$ cat src/rtl/core/tilt_imbalance_classifier_unit_assert.svh
// Assertion macros for the tilt imbalance classifier.
// Expects signals named clk and rst in the module that uses them.
`ifndef TILT_IMBALANCE_CLASSIFIER_UNIT_ASSERT_SVH
`define TILT_IMBALANCE_CLASSIFIER_UNIT_ASSERT_SVH

// Check a condition at every clock edge outside reset.
`define TIC_ASSERT_HOLDS(label, cond, msg) \
  label: assert property (@(posedge clk) disable iff (rst) (cond)) else $error(msg);

// Check a consequence in the same cycle as its trigger.
`define TIC_ASSERT_IMPL(label, ante, cons, msg) \
  label: assert property (@(posedge clk) disable iff (rst) (ante) |-> (cons)) \
    else $error(msg);

// Check a consequence in the cycle after its trigger.
`define TIC_ASSERT_NEXT(label, ante, cons, msg) \
  label: assert property (@(posedge clk) disable iff (rst) (ante) |=> (cons)) \
    else $error(msg);

`endif

$ cat src/rtl/core/tic_pkg.sv
// Shared types and constants for the tilt imbalance classifier.
// No dependencies; the rtl files refer to it by scoped names, the verif files import it.
`timescale 1ns / 1ps
`default_nettype none

package tic_pkg;

  localparam int ANGLE_W = 16;
  localparam int THR_W   = 16;
  localparam int RUN_W   = 8;
  localparam int CFG_IDX_W  = 2;
  localparam int CFG_DATA_W = 16;

  localparam logic [THR_W-1:0] LR_THRESHOLD_RST = 16'd240;
  localparam logic [THR_W-1:0] FH_THRESHOLD_RST = 16'd240;
  localparam logic [RUN_W-1:0] MIN_RUN_RST      = 8'd10;
  localparam logic [RUN_W-1:0] RUN_MAX          = 8'd255;

  typedef enum logic [2:0] {
    ST_NORMAL = 3'd0,
    ST_LEFT   = 3'd1,
    ST_RIGHT  = 3'd2,
    ST_FRONT  = 3'd3,
    ST_HIND   = 3'd4
  } tilt_state_t;

  typedef enum logic [CFG_IDX_W-1:0] {
    CFG_LR_THRESHOLD = 2'd0,
    CFG_FH_THRESHOLD = 2'd1,
    CFG_MIN_RUN      = 2'd2
  } cfg_idx_t;

  typedef struct packed {
    logic [THR_W-1:0] lr_threshold;
    logic [THR_W-1:0] fh_threshold;
    logic [RUN_W-1:0] min_run;
  } cfg_t;

  typedef struct packed {
    tilt_state_t state;
    logic        entered;
    logic        captured;
  } result_t;

endpackage

`default_nettype wire

$ cat src/rtl/core/tic_ifs.sv
// Channel interfaces: sample input, classification result, register write.
// Depends on tic_pkg for widths.
`timescale 1ns / 1ps
`default_nettype none

interface tic_sample_if;
  logic                                valid;
  logic                                ready;
  logic signed [tic_pkg::ANGLE_W-1:0]  roll_sample;
  logic signed [tic_pkg::ANGLE_W-1:0]  pitch_sample;
  logic                                window_start;

  modport source (output valid, output roll_sample, output pitch_sample,
                  output window_start, input ready);
  modport sink (input valid, input roll_sample, input pitch_sample,
                input window_start, output ready);
endinterface

interface tic_result_if;
  logic       valid;
  logic       ready;
  logic [2:0] balance_state;
  logic       entered_imbalance;
  logic       baseline_captured;

  modport source (output valid, output balance_state, output entered_imbalance,
                  output baseline_captured, input ready);
  modport sink (input valid, input balance_state, input entered_imbalance,
                input baseline_captured, output ready);
endinterface

interface tic_cfg_if;
  logic                              valid;
  logic                              ready;
  logic [tic_pkg::CFG_IDX_W-1:0]     index;
  logic [tic_pkg::CFG_DATA_W-1:0]    data;

  modport source (output valid, output index, output data, input ready);
  modport sink (input valid, input index, input data, output ready);
endinterface

`default_nettype wire

$ cat src/rtl/core/tic_cfg_regs.sv
// Configuration register file: thresholds and minimum run length.
// Depends on tic_pkg and tic_cfg_if.
`timescale 1ns / 1ps
`default_nettype none

module tic_cfg_regs (
  input  wire logic        clk,
  input  wire logic        rst,
  tic_cfg_if.sink          cfg,
  output tic_pkg::cfg_t    regs
);

  tic_pkg::cfg_t regs_next;

  // Writes always complete in one beat
  assign cfg.ready = 1'b1;

  // Decode the register index
  always_comb begin
    regs_next = regs;
    if (cfg.valid) begin
      unique case (tic_pkg::cfg_idx_t'(cfg.index))
        tic_pkg::CFG_LR_THRESHOLD: regs_next.lr_threshold = cfg.data;
        tic_pkg::CFG_FH_THRESHOLD: regs_next.fh_threshold = cfg.data;
        tic_pkg::CFG_MIN_RUN:      regs_next.min_run = cfg.data[tic_pkg::RUN_W-1:0];
        default:                   regs_next = regs;
      endcase
    end
  end

  always_ff @(posedge clk) begin
    if (rst) begin
      regs.lr_threshold <= tic_pkg::LR_THRESHOLD_RST;
      regs.fh_threshold <= tic_pkg::FH_THRESHOLD_RST;
      regs.min_run      <= tic_pkg::MIN_RUN_RST;
    end else begin
      regs <= regs_next;
    end
  end

endmodule

`default_nettype wire

$ cat src/rtl/core/tic_classifier.sv
// Baseline, run counters and state decision for one sample per step.
// Depends on tic_pkg and the assertion macro header.
`timescale 1ns / 1ps
`default_nettype none
`include "tilt_imbalance_classifier_unit_assert.svh"

module tic_classifier (
  input  wire logic                               clk,
  input  wire logic                               rst,
  input  wire logic                               step,
  input  wire logic signed [tic_pkg::ANGLE_W-1:0] roll,
  input  wire logic signed [tic_pkg::ANGLE_W-1:0] pitch,
  input  wire logic                               window_start,
  input  tic_pkg::cfg_t                           regs,
  output tic_pkg::result_t                        res
);

  logic signed [tic_pkg::ANGLE_W-1:0] roll_base;
  logic signed [tic_pkg::ANGLE_W-1:0] pitch_base;
  logic [tic_pkg::RUN_W-1:0]          lr_run;
  logic [tic_pkg::RUN_W-1:0]          fh_run;
  logic                               lr_negative;
  logic                               fh_negative;
  tic_pkg::tilt_state_t               prev_state;

  logic signed [tic_pkg::ANGLE_W:0]   lr_off;
  logic signed [tic_pkg::ANGLE_W:0]   fh_off;
  logic [tic_pkg::ANGLE_W:0]          lr_mag;
  logic [tic_pkg::ANGLE_W:0]          fh_mag;
  logic                               lr_over;
  logic                               fh_over;
  logic [tic_pkg::RUN_W-1:0]          lr_run_next;
  logic [tic_pkg::RUN_W-1:0]          fh_run_next;
  logic                               lr_negative_next;
  logic                               fh_negative_next;
  tic_pkg::tilt_state_t               cur;

  // Offsets from baseline, exact in 17 bits, and their magnitudes
  always_comb begin
    lr_off = {roll[tic_pkg::ANGLE_W-1], roll} - {roll_base[tic_pkg::ANGLE_W-1], roll_base};
    fh_off = {pitch[tic_pkg::ANGLE_W-1], pitch}
           - {pitch_base[tic_pkg::ANGLE_W-1], pitch_base};
    lr_mag = lr_off[tic_pkg::ANGLE_W] ? $unsigned(-lr_off) : $unsigned(lr_off);
    fh_mag = fh_off[tic_pkg::ANGLE_W] ? $unsigned(-fh_off) : $unsigned(fh_off);
    lr_over = lr_mag > {1'b0, regs.lr_threshold};
    fh_over = fh_mag > {1'b0, regs.fh_threshold};
  end

  // Advance saturating run counters, clear them within the limit, keep sign of last over-limit offset
  always_comb begin
    lr_run_next      = '0;
    fh_run_next      = '0;
    lr_negative_next = lr_negative;
    fh_negative_next = fh_negative;
    if (lr_over) begin
      lr_negative_next = lr_off[tic_pkg::ANGLE_W];
      lr_run_next = (lr_run == tic_pkg::RUN_MAX) ? lr_run : lr_run + 1'b1;
    end
    if (fh_over) begin
      fh_negative_next = fh_off[tic_pkg::ANGLE_W];
      fh_run_next = (fh_run == tic_pkg::RUN_MAX) ? fh_run : fh_run + 1'b1;
    end
  end

  // Pick the state: left-right wins ties against front-hind
  always_comb begin
    if (lr_run_next >= regs.min_run && lr_run_next >= fh_run_next) begin
      cur = lr_negative_next ? tic_pkg::ST_LEFT : tic_pkg::ST_RIGHT;
    end else if (fh_run_next >= regs.min_run) begin
      cur = fh_negative_next ? tic_pkg::ST_FRONT : tic_pkg::ST_HIND;
    end else begin
      cur = tic_pkg::ST_NORMAL;
    end
  end

  // Result of this step
  always_comb begin
    if (window_start) begin
      res.state    = tic_pkg::ST_NORMAL;
      res.entered  = 1'b0;
      res.captured = 1'b1;
    end else begin
      res.state    = cur;
      res.entered  = (cur != prev_state) && (cur != tic_pkg::ST_NORMAL);
      res.captured = 1'b0;
    end
  end

  // Commit tracking state when the step is taken
  always_ff @(posedge clk) begin
    if (rst) begin
      roll_base   <= '0;
      pitch_base  <= '0;
      lr_run      <= '0;
      fh_run      <= '0;
      lr_negative <= 1'b0;
      fh_negative <= 1'b0;
      prev_state  <= tic_pkg::ST_NORMAL;
    end else if (step) begin
      if (window_start) begin
        roll_base   <= roll;
        pitch_base  <= pitch;
        lr_run      <= '0;
        fh_run      <= '0;
        lr_negative <= 1'b0;
        fh_negative <= 1'b0;
        prev_state  <= tic_pkg::ST_NORMAL;
      end else begin
        lr_run      <= lr_run_next;
        fh_run      <= fh_run_next;
        lr_negative <= lr_negative_next;
        fh_negative <= fh_negative_next;
        prev_state  <= cur;
      end
    end
  end

  `TIC_ASSERT_NEXT(a_window_clears, step && window_start, lr_run == '0 && fh_run == '0 && prev_state == tic_pkg::ST_NORMAL, "window start did not clear tracking state")
  `TIC_ASSERT_IMPL(a_state_needs_run, step && !window_start && cur != tic_pkg::ST_NORMAL, lr_run_next >= regs.min_run || fh_run_next >= regs.min_run, "imbalance declared without a full run")

endmodule

`default_nettype wire

$ cat src/rtl/core/tilt_imbalance_classifier_unit.sv
// Top level of the tilt imbalance classifier: input register, classifier,
// result register. Depends on tic_pkg, tic_ifs, tic_cfg_regs, tic_classifier.
//
//   port     dir  beat carries
//   sample   in   roll_sample, pitch_sample, window_start
//   result   out  balance_state, entered_imbalance, baseline_captured
//   cfg      in   index (0 lr_threshold, 1 fh_threshold, 2 min_run), data
//
// One result per sample; one sample per cycle is sustained while result is
// not stalled, set by the single classifier step between the input and
// result registers. rst is synchronous and restores the register reset
// values, a zero baseline and cleared run counters. A stalled result holds
// the result register and then the input register; cfg writes take one beat.
`timescale 1ns / 1ps
`default_nettype none
`include "tilt_imbalance_classifier_unit_assert.svh"

module tilt_imbalance_classifier_unit (
  input  wire logic     clk,
  input  wire logic     rst,
  tic_sample_if.sink    sample,
  tic_result_if.source  result,
  tic_cfg_if.sink       cfg
);

  logic                               s1_valid;
  logic signed [tic_pkg::ANGLE_W-1:0] s1_roll;
  logic signed [tic_pkg::ANGLE_W-1:0] s1_pitch;
  logic                               s1_window_start;
  logic                               s1_advance;
  logic                               out_valid;
  tic_pkg::result_t                   out_res;
  tic_pkg::result_t                   res;
  tic_pkg::cfg_t                      regs;

  tic_cfg_regs u_cfg_regs (
    .clk  (clk),
    .rst  (rst),
    .cfg  (cfg),
    .regs (regs)
  );

  // Move the held sample on when the result register is free or draining
  assign s1_advance   = s1_valid && (!out_valid || result.ready);
  assign sample.ready = !s1_valid || s1_advance;

  // Input register
  always_ff @(posedge clk) begin
    if (rst) begin
      s1_valid <= 1'b0;
    end else if (sample.ready) begin
      s1_valid <= sample.valid;
    end
  end

  always_ff @(posedge clk) begin
    if (sample.valid && sample.ready) begin
      s1_roll         <= sample.roll_sample;
      s1_pitch        <= sample.pitch_sample;
      s1_window_start <= sample.window_start;
    end
  end

  tic_classifier u_classifier (
    .clk          (clk),
    .rst          (rst),
    .step         (s1_advance),
    .roll         (s1_roll),
    .pitch        (s1_pitch),
    .window_start (s1_window_start),
    .regs         (regs),
    .res          (res)
  );

  // Result register
  always_ff @(posedge clk) begin
    if (rst) begin
      out_valid <= 1'b0;
    end else if (!out_valid || result.ready) begin
      out_valid <= s1_valid;
    end
  end

  always_ff @(posedge clk) begin
    if (s1_advance) begin
      out_res <= res;
    end
  end

  assign result.valid             = out_valid;
  assign result.balance_state     = out_res.state;
  assign result.entered_imbalance = out_res.entered;
  assign result.baseline_captured = out_res.captured;

  `TIC_ASSERT_IMPL(a_baseline_result, out_valid && out_res.captured, out_res.state == tic_pkg::ST_NORMAL && !out_res.entered, "baseline beat carries a state")
  `TIC_ASSERT_IMPL(a_entered_abnormal, out_valid && out_res.entered, out_res.state != tic_pkg::ST_NORMAL, "entry flagged on normal state")
  `TIC_ASSERT_NEXT(a_s1_held, s1_valid && !s1_advance, s1_valid, "held sample dropped")
  `TIC_ASSERT_HOLDS(a_no_overrun, !(sample.valid && sample.ready && s1_valid && out_valid && !result.ready), "sample taken while pipeline full")

endmodule

`default_nettype wire

$ cat src/flat_wrapper.sv
// flat-port wrapper written by rule: the top's interface ports become plain ports
module tilt_imbalance_classifier_unit_flat 
  (clk, rst, sample_valid, sample_roll_sample, sample_pitch_sample, sample_window_start, sample_ready, result_valid, result_balance_state, result_entered_imbalance, result_baseline_captured, result_ready, cfg_valid, cfg_index, cfg_data, cfg_ready);
  tic_sample_if sample_i ();
  tic_result_if result_i ();
  tic_cfg_if cfg_i ();
  input  wire logic clk;
  input  wire logic rst;
  input wire logic [$bits(sample_i.valid)-1:0] sample_valid;
  input wire logic [$bits(sample_i.roll_sample)-1:0] sample_roll_sample;
  input wire logic [$bits(sample_i.pitch_sample)-1:0] sample_pitch_sample;
  input wire logic [$bits(sample_i.window_start)-1:0] sample_window_start;
  output wire logic [$bits(sample_i.ready)-1:0] sample_ready;
  output wire logic [$bits(result_i.valid)-1:0] result_valid;
  output wire logic [$bits(result_i.balance_state)-1:0] result_balance_state;
  output wire logic [$bits(result_i.entered_imbalance)-1:0] result_entered_imbalance;
  output wire logic [$bits(result_i.baseline_captured)-1:0] result_baseline_captured;
  input wire logic [$bits(result_i.ready)-1:0] result_ready;
  input wire logic [$bits(cfg_i.valid)-1:0] cfg_valid;
  input wire logic [$bits(cfg_i.index)-1:0] cfg_index;
  input wire logic [$bits(cfg_i.data)-1:0] cfg_data;
  output wire logic [$bits(cfg_i.ready)-1:0] cfg_ready;
  assign sample_i.valid = sample_valid;
  assign sample_i.roll_sample = sample_roll_sample;
  assign sample_i.pitch_sample = sample_pitch_sample;
  assign sample_i.window_start = sample_window_start;
  assign sample_ready = sample_i.ready;
  assign result_valid = result_i.valid;
  assign result_balance_state = result_i.balance_state;
  assign result_entered_imbalance = result_i.entered_imbalance;
  assign result_baseline_captured = result_i.baseline_captured;
  assign result_i.ready = result_ready;
  assign cfg_i.valid = cfg_valid;
  assign cfg_i.index = cfg_index;
  assign cfg_i.data = cfg_data;
  assign cfg_ready = cfg_i.ready;
  tilt_imbalance_classifier_unit u_core (.clk(clk), .rst(rst), .sample(sample_i), .result(result_i), .cfg(cfg_i));
endmodule
$ cat config.mk
export PLATFORM = sky130hd
export DESIGN_NAME = tilt_imbalance_classifier_unit_flat
export DESIGN_NICKNAME = d
export VERILOG_FILES = /design/src/rtl/core/tic_pkg.sv /design/src/rtl/core/tic_ifs.sv /design/src/rtl/core/tic_cfg_regs.sv /design/src/rtl/core/tic_classifier.sv /design/src/rtl/core/tilt_imbalance_classifier_unit.sv /design/src/flat_wrapper.sv
export VERILOG_INCLUDE_DIRS = /design/src /design/src/rtl/core
export SDC_FILE = /design/constraint.sdc
export NUM_CORES = 1
export LEC_CHECK = 0
export BUFFER_PORTS_ARGS = -buffer_cell sky130_fd_sc_hd__buf_4
export CORE_MARGIN = 1.5
export CORE_UTILIZATION = 30
export DETAILED_ROUTE_END_ITERATION = 12
export GPL_ROUTABILITY_DRIVEN = 0
export GPL_TIMING_DRIVEN = 0
export HOLD_SLACK_MARGIN = 0.06
export PLACE_DENSITY = 0.45
export SLEW_MARGIN = 20
export SYNTH_ARGS = -nofsm -noshare
export SYNTH_HDL_FRONTEND = slang
export SYNTH_SLANG_ARGS = --single-unit
$ cat constraint.sdc
create_clock -name clk -period 7.9 [get_ports clk]
set_clock_uncertainty 0.2 [all_clocks]
set_input_delay 1.185 -clock clk [delete_from_list [all_inputs] [get_ports clk]]
set_output_delay 1.185 -clock clk [all_outputs]
set_load 0.005 [all_outputs]
# After elaboration in Yosys (flattened, before gate mapping)
# Cells that the tools add are included.
# W data, S select, Z words.
[op_classes] n_addsub=6 order_cmp=5 n_eq_ne=5 muxes=18 reduce_logical=14
[op_table] op="$mux W8" n=6
[op_table] op="$gt A17 B16 Y1" n=2
[op_table] op="$mux W17" n=2
[op_table] op="$neg A17 Y17" n=2
[op_table] op="$sub A16 B16 Y17" n=2
[op_table] op="$ge A8 B8 Y1" n=3
[op_table] op="$add A8 B1 Y8 const B" n=2
[op_table] op="$eq A8 B8 Y1 const B" n=2
[op_table] op="$mux W3" n=4
[op_table] op="$reduce_and A2 Y1" n=4
[op_table] op="$mux W1" n=5
[op_table] op="$logic_and A1 B1 Y1" n=4
[op_table] op="$ne A3 B3 Y1" n=1
[op_table] op="$reduce_bool A3 Y1" n=1
[op_table] op="$eq A2 B1 Y1 const B" n=1
[op_table] op="$eq A2 B2 Y1 const B" n=1
[op_table] op="$logic_not A1 Y1" n=2
[op_table] op="$logic_not A2 Y1" n=1
[op_table] op="$logic_or A1 B1 Y1" n=2
[op_table] op="$mux W2" n=1
[totals] reg_bits=133 inputBits=56 output_inout_bits=8 wordCells=66

# Depth between registers and ports, before layout
[depth] word_depth=10 ltp_mapped=33 depth_no_buf=32

# Cells and area by module
# A second synthesis with hierarchy kept.
[hier_totals] cells_unflattened=1106 hier_area_um2=9389.0
[by_module_without_submodules] module="tic_classifier" instances=1 cells_per_inst=896 area_per_inst_um2=6468.7 seq_area_each_um2=1061.0
[by_module_without_submodules] module="tic_cfg_regs" instances=1 cells_per_inst=162 area_per_inst_um2=1675.4 seq_area_each_um2=800.8
[by_module_without_submodules] module="tilt_imbalance_classifier_unit" instances=1 cells_per_inst=48 area_per_inst_um2=1244.9 seq_area_each_um2=1181.1

# Least setup slack after synthesis
# Ideal clock, no wire load.
[synth_timing] path_type="register to register" start="reg u_core.s1_roll[0] in the netlist's numbering" end="reg u_core.out_res (netlist bit u_core.result.entered_imbalance), data pin" setup_time_ns=0.270 arrival_time_ns=6.514 t_required_ns=7.430 setup_slack_ns=0.916 stages_incl_launch_ff=34 path_buffers=2 synth_period_minus_slack_ns=6.984 cell_sequence="edfxtp_1 > inv_1 > ha_1 > fa_1 > nor2b_1 > o2111ai_1 > a211oi_1 > o211ai_1 > a21oi_1 > or2_2 > clkbuf_1 > clkbuf_1 > nor2_1 > xnor2_1 > ha_1 > a21o_1 > a21o_1 > a211oi_1 > o221a_2 > or2_2 > inv_1 > a31oi_1 > o21bai_1 > ha_1 > nand2b_1 > a21o_1 > a21o_1 > a21o_1 > a211oi_1 > o21ai_0 > a221o_1 > o22ai_1 > xnor2_1 > o22ai_1"
[synth_via] elab_chain_len=10 word_cells_on_any_way=14 cone_classes="add/sub: 2; order compare: 3; eq/ne: 1; mux: 5; reduce/logical: 3"
[synth_rtl] element="from (decl)" line_no="tilt_imbalance_classifier_unit.sv:27" text="logic signed [tic_pkg::ANGLE_W-1:0] s1_roll;"
[synth_rtl] element="from (signal assigned)" line_no="tilt_imbalance_classifier_unit.sv:58" text="s1_roll <= sample.roll_sample;"
[synth_rtl] element="$sub A16 B16 Y17 *" line_no="tic_classifier.sv:40" text="lr_off = {roll[tic_pkg::ANGLE_W-1], roll} - {roll_base[tic_pkg::ANGLE_W-1], roll_base};"
[synth_rtl] element="$neg A17 Y17" line_no="tic_classifier.sv:43" text="lr_mag = lr_off[tic_pkg::ANGLE_W] ? $unsigned(-lr_off) : $unsigned(lr_off);"
[synth_rtl] element="$mux W17" line_no="tic_classifier.sv:43"
[synth_rtl] element="$gt A17 B16 Y1" line_no="tic_classifier.sv:45" text="lr_over = lr_mag > {1'b0, regs.lr_threshold};"
[synth_rtl] element="$mux W8" line_no="tic_classifier.sv:55" text="if (lr_over) begin"
[synth_rtl] element="$ge A8 B8 Y1" line_no="tic_classifier.sv:67" text="if (lr_run_next >= regs.min_run && lr_run_next >= fh_run_next) begin"
[synth_rtl] element="$logic_and A1 B1 Y1" line_no="tic_classifier.sv:67"
[synth_rtl] element="$mux W3 *" line_no="tic_classifier.sv:67"
[synth_rtl] element="$ne A3 B3 Y1 / $reduce_bool A3 Y1 (equally long branches)" line_no="tic_classifier.sv:84" text="res.entered = (cur != prev_state) && (cur != tic_pkg::ST_NORMAL);"
[synth_rtl] element="$logic_and A1 B1 Y1 *" line_no="tic_classifier.sv:84"
[synth_rtl] element="to (signal assigned)" line_no="tilt_imbalance_classifier_unit.sv:86" text="out_res <= res;"
[synth_rtl] element="to (decl)" line_no="tilt_imbalance_classifier_unit.sv:32" text="tic_pkg::result_t out_res;"
# Mark *: on every way between the ends. The rest lies on a longest branch, timed or not.
# A chain may end at the register's enable or synchronous reset.

# Worst setup path after layout
# Same ends and word-level chain as after synthesis.

==> PnR_summary.wiki <==
{| class="wikitable"
! Metric !! Value
|-
| Area share of and/or/nand/nor cells after synthesis || 21.4%
|-
| Part of the cycle the worst path needs || 93.2%
|-
| Flip-flop and latch count after synthesis || 133
|-
| First-pass iteration count of the detailed router || 4
|-
| Top_reg_cell synth || sky130_fd_sc_hd__dfxtp_1
|-
| Chip width || 176 um
|-
| Ys Warns || 0
|-
| Die Area || 0.0311 mm^2
|-
| Post-DP HPWL || 18.4 mm
|-
| ANT nets after route || 0
|-
| Area of the core || 0.0296 mm^2
|-
| Register clock-pin slew on the reported worst setup and hold paths || 0.06 ns
|-
| Height of the chip || 176 um
|-
| Ant. Diodes || 0
|-
| Final-report max-slew violation count || 0
|-
| Pin count of the biggest net entering global routing || 29
|-
| Area overhead of the layout relative to synthesis || 17.6%
|-
| Fraction of synthesized area in multiplexers || 1.47%
|-
| Clock tree from TritonCTS || done
|-
| Max incr delay on CP || 0.41 ns
|-
| Skew-Pair Late Insertion Delay || 0.42 ns
|-
| Synth cell types || 80
|-
| Hold Startpoint || u_core.u_classifier.roll_base[6]
|-
| Type of destination of the critical path || register
|-
| Maximum fanout count along the critical path || 10
|-
| Number of failing hold endpoints at the final stage || 0
|-
| Via count of the first global-routing pass || 7424
|-
| Total power density per cell area || 200 mW/mm^2
|-
| Capture point of the worst reg-to-reg path || u_core.result.entered_imbalance
|-
| Setup repair after global routing missed its margin || no
|-
| Cell count after synthesis || 1096
|-
| Total chip power || 2.12 mW
|-
| Pre-CTS setup slack || -0.498 ns
|-
| Leakage dissipation || 4.23 nW
|-
| Internal cell power || 1.44 mW
|-
| Worst-Margin Slew || 0.819 ns
|-
| Worst R2R Setup Slack || 0.54 ns
|-
| Total routing usage reported by global routing || 15.6%
|-
| Share of flip-flops with an asynchronous set or reset after synthesis || 0%
|-
| Worst setup slack after layout || 0.539 ns
|-
| Worst hold endpoint || u_core.u_classifier.roll_base[6]
|-
| Depth of the most critical reg-to-reg path || 31
|-
| Complex-gate fraction of the synthesized area || 19.2%
|-
| Xor/xnor cell area share of the yosys netlist || 4.86%
|-
| Maximum clock rate || 136 MHz
|-
| Total nets after synthesis || 1246
|-
| Tightest Hold Check Type || register to register
|-
| Proportion of layout cells with a drive suffix above 1 || 11.3%
|-
| Cell at the root of the clock tree || sky130_fd_sc_hd__clkbuf_16
|-
| Final net count || 1328
|-
| Minimum clock period || 7.36 ns
|-
| Data required time at the worst endpoint || 7.86 ns
|-
| CTS Buf Count || 17
|-
| Total number of clock tree sinks || 133
|-
| Result of the run || complete, no violations
|-
| Fraction of power consumed by the clock network || 37.8%
|-
| Hold-critical path depth || 2
|-
| Number of buffers between clock root and the deepest sink || 2
|-
| Port Buffer Count || 61
|-
| Sequential area share after synthesis || 33.8%
|-
| Part of the total power dissipated in combinational logic || 27.0%
|-
| Initial cell density of the core || 30.4%
|-
| Reported max-cap violation count || 0
|-
| Main combinational cell family by area after synthesis || simple AND/OR/NAND/NOR gates
|-
| Wire length reported by the detailed router || 23.3 mm
|-
| Launching point of the worst reg2reg path || u_core.s1_roll[0]
|-
| Boundary Pins || 64
|-
| Arrival time of the worst setup path || 7.32 ns
|-
| Via count of the routed design || 7649
|-
| Remaining global-route overflow || 0
|-
| Floorplan row count || 63
|-
| Average cell area after synthesis || 8.22 um^2
|-
| Worst path slowest cell || sky130_fd_sc_hd__fa_1
|-
| Average via count per standard cell || 4.84
|-
| Max-slew headroom at the worst pin || 45.1%
|-
| Adder-cell area share of the yosys netlist || 13.2%
|-
| Initial antenna violation count || 0
|-
| Per-cell routed wire length || 14.7 um
|-
| Crit path launch type || register
|-
| Final setup fails || 0
|-
| Worst Setup SP || u_core.s1_roll[0]
|-
| Post-Synthesis Cell Area || 0.00901 mm^2
|-
| Sequential share of power || 35.2%
|-
| Remaining design rule violation count || 0
|-
| Switching share of power || 31.8%
|-
| Largest vdd supply drop || 102 uV
|-
| EDFF count, synth || 38
|-
| CP Class || register to register
|-
| Global-route wire length before repair || 38.2 mm
|-
| DR iter-0 viols || 344
|-
| Maximum level of the CTS H-tree || 4
|-
| Net load switching power || 0.673 mW
|}
==> final cells by class <==
cell class,instances,area (um^2)
sequential,133,3040
multi-input combinational,827,5460
clock buffer,17,425
fill,3208,19000
tap,390,488
inverter,92,345
clock inverter,15,154
timing repair buffer,64,493
buffer,43,191
==> flip-flops by register name, summed over array words and instances (netlist names), 3 cells and up <==
signal                          count
u_core.u_cfg_regs.regs             40
u_core.u_classifier.pitch_base     16
u_core.s1_pitch                    16
u_core.u_classifier.prev_state      3
u_core.result.balance_state         3
u_core.s1_roll                     16
u_core.u_classifier.lr_run          8
u_core.u_classifier.fh_run          8
u_core.u_classifier.roll_base      16
==> what timing repair did <==
item | 4_1_cts | 5_1_grt
pin swaps | 0 | 1
setup buffers | 0 | 2
hold buffers | 0 | 0
gates resized for setup | 3 | 4
cloned | 0 | 0
endpoints found under the setup margin | 7 | 7
==> critical path, delay by kind of cell (launching register included) <==
kind | cells | cell delay (ns)
adder cells (fa/ha/maj) | 4 | 1.22
AND/OR/NAND/NOR | 7 | 1.45
XOR/XNOR | 2 | 0.30
buffers and inverters | 4 | 0.59
AO/OA/AOI/OAI | 14 | 2.93
flip-flops | 1 | 0.37
==> Yosys cell counts, types with 3 or more instances <==
cell | instances | area (um^2)
sky130_fd_sc_hd__a211o_1 | 12 | 105
sky130_fd_sc_hd__a211oi_1 | 8 | 60.1
sky130_fd_sc_hd__a21o_1 | 32 | 240
sky130_fd_sc_hd__a21oi_1 | 102 | 510
sky130_fd_sc_hd__a21oi_2 | 5 | 43.8
sky130_fd_sc_hd__a22oi_1 | 11 | 82.6
sky130_fd_sc_hd__a31oi_1 | 9 | 56.3
sky130_fd_sc_hd__and2_1 | 12 | 75.1
sky130_fd_sc_hd__and3_1 | 14 | 87.6
sky130_fd_sc_hd__buf_6 | 3 | 33.8
sky130_fd_sc_hd__clkbuf_1 | 36 | 135
sky130_fd_sc_hd__dfxtp_1 | 95 | 1900
sky130_fd_sc_hd__edfxtp_1 | 38 | 1140
sky130_fd_sc_hd__ha_1 | 92 | 1150
sky130_fd_sc_hd__inv_1 | 89 | 334
sky130_fd_sc_hd__mux2i_1 | 11 | 110
sky130_fd_sc_hd__nand2_1 | 155 | 582
sky130_fd_sc_hd__nand2b_1 | 19 | 119
sky130_fd_sc_hd__nand3_1 | 25 | 125
sky130_fd_sc_hd__nand3b_1 | 6 | 45.0
sky130_fd_sc_hd__nand4_1 | 12 | 75.1
sky130_fd_sc_hd__nor2_1 | 95 | 357
sky130_fd_sc_hd__nor2b_1 | 10 | 62.6
sky130_fd_sc_hd__nor3_1 | 20 | 100
sky130_fd_sc_hd__nor3_2 | 3 | 30.0
sky130_fd_sc_hd__nor3b_1 | 6 | 45.0
sky130_fd_sc_hd__o2111ai_1 | 4 | 35.0
sky130_fd_sc_hd__o211a_1 | 4 | 40.0
sky130_fd_sc_hd__o211ai_1 | 7 | 52.6
sky130_fd_sc_hd__o21a_1 | 5 | 37.5
sky130_fd_sc_hd__o21ai_0 | 24 | 120
sky130_fd_sc_hd__o21ai_1 | 4 | 20.0
sky130_fd_sc_hd__o221ai_1 | 3 | 26.3
sky130_fd_sc_hd__o22ai_1 | 4 | 25.0
sky130_fd_sc_hd__or2_1 | 3 | 18.8
sky130_fd_sc_hd__or2_2 | 6 | 37.5
sky130_fd_sc_hd__or3_1 | 6 | 37.5
sky130_fd_sc_hd__xnor2_1 | 30 | 263
sky130_fd_sc_hd__xor2_1 | 20 | 175
==> power by group through the flow <==
stage / clock (mW) / combinational [mW] / sequential [mW]
after global routing: 0.858 / 0.652 / 0.747
after CTS: 0.827 / 0.574 / 0.744
final: 0.800 / 0.571 / 0.744
after detailed placement: 0 / 0.565 / 0.759
after global placement: 0 / 0.561 / 0.760
after floorplan: 0 / 0.418 / 0.755
==> worst max path at each step <==
stage,end,slack [ns],cells past startpoint
floorplan,u_core.result.entered_imbalance,0.92,33
global placement,u_core.result.entered_imbalance,-0.61,33
detailed placement,u_core.result.entered_imbalance,-0.50,33
CTS,u_core.result.entered_imbalance,0.05,33
global route,u_core.result.entered_imbalance,0.004,31
finish,u_core.result.entered_imbalance,0.54,31
==> per-layer routing <==
| layer | GRT usage [%] | share of wire (%) |
|---|---|---|
| met5 | 0 | 0 |
| met2 | 24.6 | 44 |
| met1 | 21.5 | 50 |
| met4 | 4.84 | 1.9 |
| met3 | 2.99 | 3.6 |
==> cells by family after synthesis <==
logic type,count (synthesis)
simple gates,406
compound gates,263
buf+inv,136
flops,133
fa+ha+maj,94
xor+xnor,50
mux,13
other cells,1
==> stage by stage <==
stage / utilization, % / area, um^2 / hold WS (ns) / TNS, ns / instances
after floorplan: - / 9010 / 0.236 / 0 / 1096
after global placement: 33.6 / 9960 / 0.242 / -3.16 / 1547
after detailed placement: 33.7 / 9980 / 0.247 / -2.48 / 1548
after CTS: 35.7 / 10600 / 0.255 / 0 / 1580
after global routing: 35.8 / 10600 / 0.276 / 0 / 1581
final: 35.8 / 10600 / 0.252 / 0 / 1581
==> layout by cell type, fill, tap and decap left out, types with 14 or more instances in the layout <==
| cell type | n |
|---|---|
| sky130_fd_sc_hd__xor2_1 | 20 |
| sky130_fd_sc_hd__a21oi_1 | 102 |
| sky130_fd_sc_hd__nand2b_1 | 19 |
| sky130_fd_sc_hd__dfxtp_1 | 95 |
| sky130_fd_sc_hd__xnor2_1 | 30 |
| sky130_fd_sc_hd__a21o_1 | 32 |
| sky130_fd_sc_hd__clkbuf_1 | 34 |
| sky130_fd_sc_hd__ha_1 | 92 |
| sky130_fd_sc_hd__and3_1 | 14 |
| sky130_fd_sc_hd__nand2_1 | 155 |
| sky130_fd_sc_hd__nor2_1 | 95 |
| sky130_fd_sc_hd__buf_4 | 64 |
| sky130_fd_sc_hd__edfxtp_1 | 38 |
| sky130_fd_sc_hd__nand3_1 | 25 |
| sky130_fd_sc_hd__inv_1 | 89 |
| sky130_fd_sc_hd__clkbuf_16 | 17 |
| sky130_fd_sc_hd__nor3_1 | 19 |
| sky130_fd_sc_hd__o21ai_0 | 24 |
Power figures use the tool's default switching activity.
